### src/hw/rtl/lwfc_pkg.sv
`default_nettype none

package lwfc_pkg;

  // screen geometry, rotation 0/2 portrait, 1/3 landscape
  localparam int unsigned SCREEN_SHORT_SIDE = 320;
  localparam int unsigned SCREEN_LONG_SIDE  = 480;
  localparam int unsigned DIM_W             = 11;

  // word kinds
  localparam logic [1:0] KIND_CMD  = 2'd0;
  localparam logic [1:0] KIND_DATA = 2'd1;
  localparam logic [1:0] KIND_FILL = 2'd2;
  localparam logic [1:0] KIND_COPY = 2'd3;

  localparam logic REQ_FILL = 1'b0;
  localparam logic REQ_COPY = 1'b1;

  // controller opcodes
  localparam logic [7:0] OP_COLUMN_SET   = 8'h2A;
  localparam logic [7:0] OP_ROW_SET      = 8'h2B;
  localparam logic [7:0] OP_MEMORY_WRITE = 8'h2C;

  // beat positions within one request
  localparam logic [3:0] BEAT_COL_CMD  = 4'd0;
  localparam logic [3:0] BEAT_COL_SH   = 4'd1;
  localparam logic [3:0] BEAT_COL_SL   = 4'd2;
  localparam logic [3:0] BEAT_COL_EH   = 4'd3;
  localparam logic [3:0] BEAT_COL_EL   = 4'd4;
  localparam logic [3:0] BEAT_ROW_CMD  = 4'd5;
  localparam logic [3:0] BEAT_ROW_SH   = 4'd6;
  localparam logic [3:0] BEAT_ROW_SL   = 4'd7;
  localparam logic [3:0] BEAT_ROW_EH   = 4'd8;
  localparam logic [3:0] BEAT_ROW_EL   = 4'd9;
  localparam logic [3:0] BEAT_MEM_CMD  = 4'd10;
  localparam logic [3:0] BEAT_BURST    = 4'd11;

  typedef struct packed {
    logic        req_type;
    logic [9:0]  x_start;
    logic [9:0]  y_start;
    logic [9:0]  rect_width;
    logic [9:0]  rect_height;
    logic [15:0] fill_pixel;
    logic [31:0] source_address;
  } req_t;

  typedef struct packed {
    logic        req_type;
    logic [15:0] x_start;
    logic [15:0] x_end;
    logic [15:0] y_start;
    logic [15:0] y_end;
    logic [15:0] fill_pixel;
    logic [31:0] source_address;
    logic [20:0] pixel_count;
  } job_t;

endpackage

`default_nettype wire

### src/hw/rtl/lcd_window_fill_copy_sequencer.sv
`default_nettype none

// Rectangle request to display command stream.
// Channels: request beats on in_valid/in_ready, one rotation write on
// cfg_valid/cfg_ready/cfg_data (always ready), output words on
// out_valid/out_ready.
// A surviving request yields twelve words: column-set command and four bytes,
// row-set command and four bytes, memory-write command, then one burst word
// with is_last set. Fills are clipped at the right and bottom edges; empty
// fills and copies that cross an edge give no words.
// A request passes the input register, the job register and the output word
// register in that order. Throughput: one word per cycle while out_ready is
// high, set by the single output word register; the next request is taken and
// its window worked out while the current one is still being serialised. A
// dropped request leaves the input register without waiting for the job stage.
// Reset: rotation returns to 0, all stages are emptied.
// Stall: a word held on out_valid stays unchanged until out_ready; the
// serialiser and then the input stage back up behind it.
module lcd_window_fill_copy_sequencer import lwfc_pkg::*; (
  input  wire logic        clk,
  input  wire logic        rst,
  input  wire logic        cfg_valid,
  output logic             cfg_ready,
  input  wire logic [1:0]  cfg_data,
  input  wire logic        in_valid,
  output logic             in_ready,
  input  wire logic        req_type,
  input  wire logic [9:0]  x_start,
  input  wire logic [9:0]  y_start,
  input  wire logic [9:0]  rect_width,
  input  wire logic [9:0]  rect_height,
  input  wire logic [15:0] fill_pixel,
  input  wire logic [31:0] source_address,
  output logic             out_valid,
  input  wire logic        out_ready,
  output logic [1:0]       word_kind,
  output logic [7:0]       byte_value,
  output logic [15:0]      burst_pixel,
  output logic [31:0]      burst_address,
  output logic [20:0]      pixel_count,
  output logic             is_last
);

  logic [1:0] rotation;
  logic       req_valid;
  req_t       req;
  logic       win_keep;
  job_t       win_job;
  logic       job_valid;
  job_t       job;
  logic [3:0] beat;
  logic       out_load, job_done, job_free, req_take;

  logic [1:0]  kind_next;
  logic [7:0]  byte_next;
  logic [15:0] pixel_next;
  logic [31:0] addr_next;
  logic [20:0] count_next;
  logic        last_next;

  assign cfg_ready = 1'b1;

  always_ff @(posedge clk) begin
    if (rst) begin
      rotation <= 2'd0;
    end else if (cfg_valid) begin
      rotation <= cfg_data;
    end
  end

  lwfc_window u_window (
    .rotation (rotation),
    .req      (req),
    .keep     (win_keep),
    .job      (win_job)
  );

  assign out_load = job_valid && (!out_valid || out_ready);
  assign job_done = out_load && (beat == BEAT_BURST);
  assign job_free = !job_valid || job_done;
  assign req_take = req_valid && (!win_keep || job_free);
  assign in_ready = !req_valid || req_take;

  always_ff @(posedge clk) begin
    if (rst) begin
      req_valid <= 1'b0;
    end else if (in_ready) begin
      req_valid <= in_valid;
    end
  end

  always_ff @(posedge clk) begin
    if (in_ready && in_valid) begin
      req.req_type       <= req_type;
      req.x_start        <= x_start;
      req.y_start        <= y_start;
      req.rect_width     <= rect_width;
      req.rect_height    <= rect_height;
      req.fill_pixel     <= fill_pixel;
      req.source_address <= source_address;
    end
  end

  always_ff @(posedge clk) begin
    if (rst) begin
      job_valid <= 1'b0;
      beat      <= BEAT_COL_CMD;
    end else if (req_take && win_keep) begin
      job_valid <= 1'b1;
      beat      <= BEAT_COL_CMD;
    end else begin
      if (out_load) begin
        beat <= beat + 4'd1;
      end
      if (job_done) begin
        job_valid <= 1'b0;
      end
    end
  end

  always_ff @(posedge clk) begin
    if (req_take && win_keep) begin
      job <= win_job;
    end
  end

  always_comb begin
    kind_next  = KIND_DATA;
    byte_next  = 8'd0;
    pixel_next = 16'd0;
    addr_next  = 32'd0;
    count_next = 21'd0;
    last_next  = 1'b0;
    unique case (beat)
      BEAT_COL_CMD: begin
        kind_next = KIND_CMD;
        byte_next = OP_COLUMN_SET;
      end
      BEAT_COL_SH: byte_next = job.x_start[15:8];
      BEAT_COL_SL: byte_next = job.x_start[7:0];
      BEAT_COL_EH: byte_next = job.x_end[15:8];
      BEAT_COL_EL: byte_next = job.x_end[7:0];
      BEAT_ROW_CMD: begin
        kind_next = KIND_CMD;
        byte_next = OP_ROW_SET;
      end
      BEAT_ROW_SH: byte_next = job.y_start[15:8];
      BEAT_ROW_SL: byte_next = job.y_start[7:0];
      BEAT_ROW_EH: byte_next = job.y_end[15:8];
      BEAT_ROW_EL: byte_next = job.y_end[7:0];
      BEAT_MEM_CMD: begin
        kind_next = KIND_CMD;
        byte_next = OP_MEMORY_WRITE;
      end
      BEAT_BURST: begin
        count_next = job.pixel_count;
        last_next  = 1'b1;
        if (job.req_type == REQ_FILL) begin
          kind_next  = KIND_FILL;
          pixel_next = job.fill_pixel;
        end else begin
          kind_next = KIND_COPY;
          addr_next = job.source_address;
        end
      end
      default: begin
        kind_next = KIND_CMD;
      end
    endcase
  end

  always_ff @(posedge clk) begin
    if (rst) begin
      out_valid <= 1'b0;
    end else if (out_load) begin
      out_valid <= 1'b1;
    end else if (out_ready) begin
      out_valid <= 1'b0;
    end
  end

  always_ff @(posedge clk) begin
    if (out_load) begin
      word_kind     <= kind_next;
      byte_value    <= byte_next;
      burst_pixel   <= pixel_next;
      burst_address <= addr_next;
      pixel_count   <= count_next;
      is_last       <= last_next;
    end
  end

endmodule

`default_nettype wire

### src/hw/rtl/lwfc_window.sv
`default_nettype none

module lwfc_window import lwfc_pkg::*; (
  input  wire logic [1:0] rotation,
  input  wire req_t       req,
  output logic            keep,
  output job_t            job
);

  logic [DIM_W-1:0]  scr_w, scr_h;
  logic [DIM_W-1:0]  x_excl, y_excl, x_lim, y_lim, span_x, span_y;
  logic              x_ok, y_ok;
  logic [2*DIM_W-1:0] prod;

  always_comb begin
    scr_w = rotation[0] ? DIM_W'(SCREEN_LONG_SIDE) : DIM_W'(SCREEN_SHORT_SIDE);
    scr_h = rotation[0] ? DIM_W'(SCREEN_SHORT_SIDE) : DIM_W'(SCREEN_LONG_SIDE);

    x_excl = {1'b0, req.x_start} + {1'b0, req.rect_width};
    y_excl = {1'b0, req.y_start} + {1'b0, req.rect_height};

    // a copy that survives never exceeds the edge, so the clip leaves it alone
    x_lim = (x_excl > scr_w) ? scr_w : x_excl;
    y_lim = (y_excl > scr_h) ? scr_h : y_excl;

    if (req.req_type == REQ_FILL) begin
      x_ok = x_lim > {1'b0, req.x_start};
      y_ok = y_lim > {1'b0, req.y_start};
    end else begin
      x_ok = x_excl <= scr_w;
      y_ok = y_excl <= scr_h;
    end
    keep = x_ok && y_ok;

    span_x = x_lim - {1'b0, req.x_start};
    span_y = y_lim - {1'b0, req.y_start};
    prod   = span_x * span_y;

    job.req_type       = req.req_type;
    job.x_start        = {6'b0, req.x_start};
    job.y_start        = {6'b0, req.y_start};
    // zero-size copy wraps to start-1 modulo 2^16
    job.x_end          = {5'b0, x_lim} - 16'd1;
    job.y_end          = {5'b0, y_lim} - 16'd1;
    job.fill_pixel     = req.fill_pixel;
    job.source_address = req.source_address;
    job.pixel_count    = prod[20:0];
  end

endmodule

`default_nettype wire

### config.mk
export PLATFORM = sky130hd
export DESIGN_NAME = lcd_window_fill_copy_sequencer
export DESIGN_NICKNAME = d
export VERILOG_FILES = /design/src/hw/rtl/lwfc_pkg.sv /design/src/hw/rtl/lcd_window_fill_copy_sequencer.sv /design/src/hw/rtl/lwfc_window.sv
export SDC_FILE = /design/constraint.sdc
export NUM_CORES = 1
export LEC_CHECK = 0
export ABC_CLOCK_PERIOD_IN_PS = 11400
export BUFFER_PORTS_ARGS = -buffer_cell sky130_fd_sc_hd__buf_2
export CAP_MARGIN = 25
export CORE_MARGIN = 2
export CORE_UTILIZATION = 30
export CTS_BUF_LIST = sky130_fd_sc_hd__clkbuf_8
export CTS_CLUSTER_DIAMETER = 60
export DETAILED_ROUTE_END_ITERATION = 8
export PLACE_DENSITY_LB_ADDON = 0.15
export SYNTH_ARGS = -nofsm -noshare
export SYNTH_HDL_FRONTEND = slang
export SYNTH_SLANG_ARGS = --single-unit
### constraint.sdc
create_clock -name clk -period 11.4 [get_ports clk]
set_input_delay 0.57 -clock clk [delete_from_list [all_inputs] [get_ports clk]]
set_output_delay 0.57 -clock clk [all_outputs]
set_load 0.01 [all_outputs]
# == Yosys cells after proc, flatten, opt, wreduce, memory -nomap -nowiden ==
# Index checks and enable logic that the tools add are counted.
# totals
ff_bits,299
latch_bits,0
ram_bits,0
mem_bits_ro,0
out_inout_bits,83
memories,0
# op_classes
add_sub_neg,7
multipliers,1
div,0
magnitude_cmp,6
eq_ne,11
n_shift,0
mux,14
n_bitwise,1
reduce_logical,21
# op_table
cell,n
case mux 8 bit (11 select lines),1
subtractor 11 x 1 -> 12 bit (second input constant),2
adder 10 x 10 -> 11 bit,2
greater-than comparator 11 x 10 -> 1 bit,2
greater-than comparator 11 bit,2
less-or-equal comparator 11 bit,2
2-to-1 mux 11 bit,2
subtractor 11 x 10 -> 11 bit,2
multiplier 11 x 11 -> 21 bit,1
equality test 4 x 3 -> 1 bit (second input constant),4
equality test 4 bit (second input constant),4
2-to-1 mux 8 bit,2
equality test 4 x 2 -> 1 bit (second input constant),2
2-to-1 mux 1 bit,8
OR reduction 8 bit,1
logical AND 1 bit,6
adder 4 x 1 -> 4 bit (second input constant),1
equality test 4 x 1 -> 1 bit (second input constant),1
zero test 1 bit,4
zero test 4 bit,1
logical OR 1 bit,4
case mux 2 bit (2 select lines),1
nonzero test 2 bit,2
OR reduction 2 bit,2
other kinds (2),2

# == Logic depth before layout (Yosys ltp) ==
# logic_depth
depth_word,11
mapped_depth,43
depth_no_buf,42

# == Modules after synthesis ==
# Synthesis repeated with hierarchy kept, for this count alone.
# unflattened
hier_cells,1450
area_unflattened_um2,17763.3
# by_module_without_submodules
mod,n_inst,cells_each,area_per_inst_um2,seq_area_each_um2
lcd_window_fill_copy_sequencer,1,531,10684.0,9278.9
lwfc_window,1,919,7079.3,0.0

# == Worst setup path after synthesis ==
# OpenSTA, ideal clock, no wires.
# synth_timing
kind,reg2reg
start,register req[59] (netlist name)
end,"register job[20] (netlist bit), data pin"
arrival_time_ns,9.593
path_slack_ns,1.545
stages_incl_launch_ff,42
n_path_buf,2
synth_period_minus_slack_ns,9.855
path_cell_list,edfxtp_1 > ha_1 > a211oi_2 > o21bai_1 > a21o_1 > and2_1 > o21a_1 > nor2_1 > xnor2_1 > ha_1 > nand3_1 > nor3_2 > a211oi_4 > nor2_4 > clkbuf_1 > nand2_1 > nand2_1 > fa_1 > [6 not listed] > clkbuf_1 > nand2_1 > fa_1 > fa_1 > inv_1 > fa_1 > fa_1 > inv_1 > fa_1 > inv_1 > ha_1 > o21ai_0 > o31a_1 > o21bai_1 > a211oi_1 > or3_1 > o21ai_0 > xnor2_1
# synth_lines
item,line_no,rtl
to (signal assigned),lcd_window_fill_copy_sequencer.sv:123,job <= win_job;
to (decl),lcd_window_fill_copy_sequencer.sv:50,job_t job;

==> out/results.ini <==
[outcome]
outcome = completed

[synth]
avgSynthCellArea_sq_um = 12.5
synthCells = 1315
synth_edf_count = 283
synth_area_sq_um = 16400
synthMostInstantiatedCell = edfxtp_1
ys_ff_latch = 291
synth_ff_type = edfxtp_1
ys_types = 78
ys_warn_count = 0
ys_async_sr_fraction_pct = 0
synthTopCellsByCount = edfxtp_1 (283), inv_1 (158), ha_1 (106)
synth_top_area_share_pct = 51.8
yosys.area.top_type = edfxtp_1
ys_seq_area_share_pct = 52.7
ys_top_cells_by_area = edfxtp_1 (52%), fa_1 (10%), ha_1 (8.1%)

[setup_path]
rr_startpoint = req[78]
cp-end-kind = flop
slowest_delay_ns = 0.54
crit_arrival_ns = 10.91
cp_data_required_time_ns = 11.77
crit_path_frequent_cell = fa_1
startpoint = req[78]
startpoint_type = flop
slowest_stage = fa_1
criticalPathCategory = reg -> reg
worstPathMaxFanout = 15
reg2regPathDepth = 42

[finish]
n_fill_cell = 5344
syn_to_final_growth_pct = 16.8
fin_nets = 1813
drive_above_1_share_pct = 19.1
final_area_sq_um = 19200

[cts]
clk_latency_ns = 0.63
clkSlewWorstSetupHoldPaths_ns = 0.06
cts.sinks = 291
htreeDepth = 2
cts_tree = built
cts_buffer_depth = 3
cts_root_buf = clkbuf_8
cts_buffers = 53

[placement]
dp_hpwl_microns = 28400
gp_congestion = 0.810
dpl-instance-area_sq_um = 18200
io_buffer_count = 176

[global_route]
antenna_found_initial = 3
grt_pass1_vias = 11000
grt_max_degree = 109
globalRoute.totalOverflow = 0
grt_first_pass_wirelength_microns = 61700
grt_use_total_pct = 14.0

[timing]
rsz0062_at_grt = false
period_share_pct = 92.4
tns_ns = 0
maxSlewViolCount = 0
finalHoldViolCount = 0
setup_violations = 0
slew_headroom_pct = 36.8
tightest_slew_ns = 0.941
max_freq_ghz = 0.0949
finClkSkew_ns = 0.0301
period_minus_slack_ns = 10.54

[floorplanning]
die-area_sq_um = 56600
num_rows = 85
die_h_microns = 238
start_util_pct = 30.4
fp.dieW_microns = 238
io_pins = 179
fp.coreArea_sq_um = 53900

[detailed_routing]
drc = 0
drt_first_pass_iters = 5
via_per_inst = 4.65
wl_microns = 38600
drtIter0Drc = 505
num_vias = 10500
routedWlPerCell_microns = 17.0
ant_nets = 0

[worst_hold_path]
min-delay-start = x_start[8]
min_path_type = in -> reg
hold_path_depth = 1

[flow_run]
cap_violations = 0

flip-flops by register name (all words and copies together), names as in the netlist:
signal and count:
job 114, burst_address 32, word_kind 2, req_valid 1
byte_value 8, is_last 1, burst_pixel 16, beat 4
job_valid 1, rotation 1, pixel_count 21, out_valid 1
req 89
worst max-delay path, delay by kind of cell, from the launching register on:
kind            cells  cell delay (ns)
fa+ha+maj           9             3.92
compound gates     14             3.09
simple gates       11             1.79
xor+xnor            3             0.69
flops               1             0.52
buf+inv             5             0.25
cell type report:
class	count	area (sq um)	area share [%]
multi-input cells	830	7050	36.7
clock inverters	41	216	1.13
flip-flops and latches	291	8660	45.2
diodes	2	5.00	0.0261
inverters	158	593	3.09
repair buffers	194	1030	5.36
clock buffers	55	757	3.95
well taps	696	871	4.54
through the flow:
| stage | setup WS, ns | hold WS, ns | std cells | util [%] |
|---|---|---|---|---|
| final | 0.861 | 0.112 | 2267 | 35.6 |
| after global placement | 0.744 | 0.400 | 2168 | 33.7 |
| after global routing | 0.0536 | 0.0431 | 2266 | 35.6 |
| after detailed placement | 0.609 | 0.405 | 2169 | 33.7 |
| after CTS | 0.576 | 0.0313 | 2265 | 35.5 |
| after floorplan | 1.55 | 0.400 | 1316 | - |
cells in the final DEF (no fill, tap or decap), types with 11 or more instances in the layout:
cell	Yosys	final
edfxtp_1	283	283
inv_1	158	176
buf_2	3	176
ha_1	106	106
nand2_1	85	85
fa_1	83	83
nor2_1	82	82
and3_1	57	57
clkbuf_8	0	55
and2_1	53	52
xnor2_1	42	41
a21oi_1	30	30
nor3_1	27	27
xor2_1	26	26
nor2b_1	26	25
o21ai_0	21	21
nand2b_1	18	18
buf_4	1	17
a21o_1	16	16
o21a_1	12	12
nand3_1	11	11
what timing repair did:
item                                    CTS  global route
endpoints found under the setup margin    0             3
buffers inserted                          0             0
hold buffers                              0             0
resized for setup                         0             3
logic make-up (layout without fill, tap and decap cells):
kind of cell	after synthesis	in the layout	share of synthesized area, %
other	2	5	0.0458
muxes	8	8	0.511
adders and majority gates	189	189	18.2
AOI/OAI and AO/OA	165	165	7.49
DFF	291	291	52.7
buffers and inverters	195	448	4.55
and+or+nand+nor	395	395	12.6
xor gates and xnor gates	70	70	3.83
metal layers:
layer	vias up	global-route usage [%]	share of wire, %
met5	-	0	0.036
met4	2	4.69	2.3
met3	59	2.67	5.1
met2	252	22.7	46
met1	5184	18.9	47
li1	5035	-	-
path summary, 6_finish.rpt:
path | slack (ns) | endpoint
max | 0.86 | job[20]
min | 0.11 | req[86]
max reg2reg | 0.86 | job[20]
min reg2reg | 0.41 | job[27]
Power is left out: the tool's default activity adds up to more than one toggle a clock period on the data nets, which glitch-free logic cannot reach.
